## config.mk

```make
export PLATFORM = sky130hd
export DESIGN_NAME = pli_ctrl
export DESIGN_NICKNAME = d
export VERILOG_FILES = /design/src/design/pli_pkg.sv /design/src/design/pli_ctrl.sv
export SDC_FILE = /design/constraint.sdc
export NUM_CORES = 1
export LEC_CHECK = 0
export BUFFER_PORTS_ARGS = -buffer_cell sky130_fd_sc_hd__buf_2
export CAP_MARGIN = 20
export CORE_AREA = 3 3 40 42
export DETAILED_ROUTE_END_ITERATION = 8
export DIE_AREA = 0 0 43 45
export RECOVER_POWER = 50
export SLEW_MARGIN = 20
export SYNTH_ARGS = -nofsm -noshare
export SYNTH_HDL_FRONTEND = slang
export SYNTH_SLANG_ARGS = --single-unit
```

## constraint.sdc

```tcl
create_clock -name clk_i -period 1.5 [get_ports clk_i]
set_input_delay 0.375 -clock clk_i [delete_from_list [all_inputs] [get_ports clk_i]]
set_output_delay 0.375 -clock clk_i [all_outputs]
set_load 0.02 [all_outputs]
```

## src/design/pli_pkg.sv

```systemverilog
// Package for the positional list block: beat payload types, opcode and
// status codes, and the command/status structs between controller and datapath.
// No dependencies.
package pli_pkg;

  localparam int unsigned OpW   = 2;
  localparam int unsigned ValW  = 32;
  localparam int unsigned PosW  = 7;
  localparam int unsigned StW   = 2;
  localparam int unsigned EidxW = 6;
  localparam int unsigned MovW  = 7;

  localparam logic [OpW-1:0] OP_INSERT = 2'd0;
  localparam logic [OpW-1:0] OP_DELETE = 2'd1;
  localparam logic [OpW-1:0] OP_READ   = 2'd2;

  localparam logic [StW-1:0] ST_OK     = 2'd0;
  localparam logic [StW-1:0] ST_BADPOS = 2'd1;
  localparam logic [StW-1:0] ST_FULL   = 2'd2;
  localparam logic [StW-1:0] ST_EMPTY  = 2'd3;

  typedef struct packed {
    logic [OpW-1:0]         opcode;
    logic signed [ValW-1:0] value;
    logic [PosW-1:0]        position;
  } in_t;

  typedef struct packed {
    logic [StW-1:0]         status;
    logic signed [ValW-1:0] element_value;
    logic [EidxW-1:0]       element_index;
    logic [MovW-1:0]        moves;
    logic                   last;
  } out_t;

  typedef struct packed {
    logic accept;    // input beat taken this cycle
    logic rotate;    // read-out beat taken, advance the list by one
    logic read_sel;  // output shows the read-out stream
  } ctrl_cmd_t;

  typedef struct packed {
    logic read_go;   // incoming opcode starts a non-empty read-out
    logic last_idx;  // current read-out entry is the final one
  } dp_status_t;

endpackage

```

## src/design/pli_ctrl.sv

```systemverilog
// Controller state machine for the positional list block.
// Depends on pli_pkg for the command and status structs.
module pli_ctrl (
  input  logic                clk_i,
  input  logic                rst_ni,
  input  logic                in_valid_i,
  output logic                in_ready_o,
  output logic                out_valid_o,
  input  logic                out_ready_i,
  input  pli_pkg::dp_status_t status_i,
  output pli_pkg::ctrl_cmd_t  cmd_o
);
  import pli_pkg::*;

  typedef enum logic [2:0] {
    S_IDLE = 3'b001,
    S_RESP = 3'b010,
    S_READ = 3'b100
  } state_e;

  state_e state_q, state_d;

  always_comb begin
    state_d       = state_q;
    in_ready_o    = 1'b0;
    out_valid_o   = 1'b0;
    cmd_o         = '0;
    unique case (state_q)
      S_IDLE: begin
        in_ready_o = 1'b1;
        if (in_valid_i) begin
          cmd_o.accept = 1'b1;
          state_d      = status_i.read_go ? S_READ : S_RESP;
        end
      end
      S_RESP: begin
        out_valid_o = 1'b1;
        if (out_ready_i) begin
          state_d = S_IDLE;
        end
      end
      S_READ: begin
        out_valid_o    = 1'b1;
        cmd_o.read_sel = 1'b1;
        if (out_ready_i) begin
          cmd_o.rotate = 1'b1;
          if (status_i.last_idx) begin
            state_d = S_IDLE;
          end
        end
      end
      default: begin
        state_d = S_IDLE;
      end
    endcase
  end

  always_ff @(posedge clk_i or negedge rst_ni) begin
    if (!rst_ni) begin
      state_q <= S_IDLE;
    end else begin
      state_q <= state_d;
    end
  end

endmodule

```

* Yosys cells after proc, flatten, opt, wreduce, memory -nomap -nowiden *
Index checks and enable logic that the tools add are counted.

word-level totals
  flip-flop bits (word level) = 3
  input port bits = 6
  output and inout bits = 5

operators by class
  eq/ne operators = 7
  mux-type cells = 12
  reduce and logical (&&, ||, !) cells = 2

operators with widths
  operator                                                         number
  3-bit two-way mux                                                5
  3-bit case mux with 3 select lines                               1
  2-bit inequality test, second input constant                     4
  1-bit two-way mux                                                5
  4-bit AND reduction                                              1
  3-bit by 1-bit == test with 1-bit output, second input constant  1
  3-bit by 2-bit == test with 1-bit output, second input constant  1
  3-bit == test, second input constant                             1
  2-bit two-way mux                                                1
  2-bit OR reduction                                               1

* Depth between registers and ports, before layout *
  depth in word-level cells = 3
  mapped depth = 2
  mapped depth without buffers = 2

* Worst setup path before layout *
No wires, ideal clock.

  path kind = reg-to-output
  start point = register state_q[1]
  end point = output cmd_o[1] (netlist name)
  arrival = 1.160 ns
  required time = 1.125 ns
  slack = -0.035 ns
  stages on the path, launching flop included = 3
  buffers on the path = 0
  path through = dfrtp_1 -> nor3b_2 -> and2_1

RTL lines
  what                    RTL line        RTL
  start, declared         pli_ctrl.sv:21  state_e state_q, state_d;
  start signal, assigned  pli_ctrl.sv:62  state_q <= state_d;
  end, declared           pli_ctrl.sv:11  output pli_pkg::ctrl_cmd_t cmd_o

==> run metrics <==
outcome=finished, violations left; failing checks=setup timing; detailed router's first-iteration violation count=1; number of flip-flops in the largest register=3; largest area contributor in the synthesized netlist=dfrtp_1; fraction of the mapped netlist area in compound gates=11.7%; biggest area contributors in the synthesized netlist=dfrtp_1 28%, dfstp_2 14%, and4bb_1 6.9%; Final Hold Vio Count=0; total track usage=roughly 7.0%; kind of end point of the critical path=output pin; horizontal die dimension=43 um; via count of the first global-routing pass=227; total congestion overflow after global routing=0; final count of pins violating max slew=0; die height=roughly 45 um; Cell variety after synth=15; most instantiated flip-flop cell in the synthesis netlist=dfrtp_1; Critical Path AT=1180 ps; Clock Skews=1.21 ps; number of enable flip-flop cells after synthesis=0; register clock-pin slew on the reported worst setup and hold paths=40 ps; register bank with the most flops=state_q; final worst slack=-52.8 ps; Detailed Routing Iterations Pass 1=2; slew at the pin closest to its max-slew limit=just under 300 ps; top achievable clock speed=644 MHz; cell area after synthesis=approximately 180 um2; Clock Latency Late Sink=between 200 and 250 ps; Buffers on Ports=10; Hold WC Path Type=input port to register; final weighted congestion in routability-driven placement=0.753; period utilisation layout=104%; proportion of netlist area held by the largest area contributor=27.6%; number of CTS-inserted buffers=3; most common cell in the netlist=dfrtp_1; Final nets=43; sequential area share after synthesis=42.1%; final wirelength=~580 um; total negative slack for setup checks=-198 ps; setup-violating endpoint count in the final report=5; maximum number of pins on one net before global-route repair=8; flip-flop and latch count after synthesis=3; CTS Buffer Depth=2; vias after detailed routing=205; simple-gate portion of the synthesized area=~41%; average cell area after synthesis=11.3 um2; maximum level of the CTS H-tree=1; CP Class=register to output pin; total power draw=between 0.5 and 0.6 mW; global-route wire length before repair=around 900 um; initial core utilization=between 10 and 15%; time the final worst path needs with I/O delays and setup=1550 ps; Layout Area Growth over Synthesis=106%; worst slew slack as a fraction of its limit=about four fifths; drt drc=0; Critical Path Start Type=register; mux contribution to synthesized area=0%; adder-cell share of the synthesized area=0%; antenna-violating nets left=0; Via density=4.02; post-DR wirelength/cell=11.3 um; largest registers=state_q (3); max cap viols=0; clock tree from TritonCTS=built; largest driver fanout on the critical path=6; gate count after technology mapping=16; reported leakage power=roughly 0.16 nW; number of core rows=13; core region area=1280 um2; number of clock sinks=3; fraction of registers with async set/reset=100%; synthesized-area fraction occupied by xor and xnor cells=4.83%; die footprint=1940 um2; dominant combinational cell family by area after synthesis=simple AND/OR/NAND/NOR gates; Worst EP required=1120 ps; Max IR drop VDD=0.470 mV; layout cell share with drive strength beyond 1=approximately 67%; count of synthesis-stage warnings from yosys=0; setup repair after global routing missed its margin=yes; number of I/O pins=11; power per standard cell area=1530 nW/um2; net count after synthesis=22; antenna diode count=0; initial antenna violation count=0; buffer cell driving the clock tree root=clkbuf_4
[worst paths after layout]
path                                   from    endpoint  slack (ps)  cells past startpoint
worst max-delay path             state_q[0]    cmd_o[2]         -50                      2
worst min-delay path            status_i[1]  state_q[2]         410                      2
worst max register to register   state_q[1]  state_q[2]         340                      3
worst min register to register   state_q[2]  state_q[1]         540                      1
max in group asynchronous            rst_ni  state_q[0]         770                      2
min in group asynchronous            rst_ni  state_q[2]         490                      2
[report_power, final]
group	leakage, nW	switching, mW	internal (mW)
registers	0.0343	0.0467	0.115
clock network	0.0150	0.0405	0.0996
logic	0.113	0.110	0.161
total	0.163	0.197	0.376
[kinds of logic (layout without fill, tap and decap cells)]
family / count (synthesis) / in the layout
xor gates and xnor gates: 1 / 1
buffers and inverters: 0 / 20
DFF: 3 / 3
and+or+nand+nor: 9 / 9
AOI/OAI and AO/OA: 3 / 3
[per-stage QoR]
stage               instance area [um2]  hold slack (ps)  utilization (%)  setup WS (ps)  instances
floorplan                           188             79.4                -           8.83         16
global placement                    256              175             20.0            101         41
detailed placement                  256              177             20.0           96.2         41
CTS                                 347              395             27.0          -72.2         50
global route                        374              412             29.1           -115         51
finish                              374              406             29.1          -52.8         51
[layer usage]
| layer | track usage (%) | up-vias | routed length, um |
|---|---|---|---|
| met5 | 0 | - | 0 |
| met4 | 7.23 | 0 | 0 |
| met3 | 3.98 | 0 | 60 |
| met2 | 9.28 | 11 | 249 |
| met1 | 7.51 | 92 | 266 |
| li1 | - | 102 | - |
[what timing repair did]
item                                    4_1_cts  5_1_grt
pin swaps                                     3        1
buffers inserted                              4        1
endpoints found under the setup margin        4        5
endpoints found under the hold margin         2        0
resized for setup                             9        5
hold buffers                                  1        0
[critical path, cell delays in order, from the launching register on]
cell and delay (ps):
dfstp_2 580, and4bb_1 240, buf_6 130
[placed cells by master (no fill, tap or decap), drive strengths merged]
master and count:
or3b 1, clkbuf 5, dfrtp 2, nor2 1
buf 14, nor3b 2, nand4bb 1, a22o 1
xnor2 1, a21oi 1, and2 1, dlygate4sd3 1
dfstp 1, nand2 1, nor4b 1, and4bb 1
a211oi 1
[final cells by class]
| cell class | count | area [um2] |
|---|---|---|
| sequential | 3 | 78.8 |
| tap | 15 | 18.8 |
| timing repair buffer | 16 | 124 |
| multi-input combinational | 13 | 126 |
| clock buffer | 4 | 26.3 |
| fill | 142 | 911 |
(Power assumes the default switching activity.)
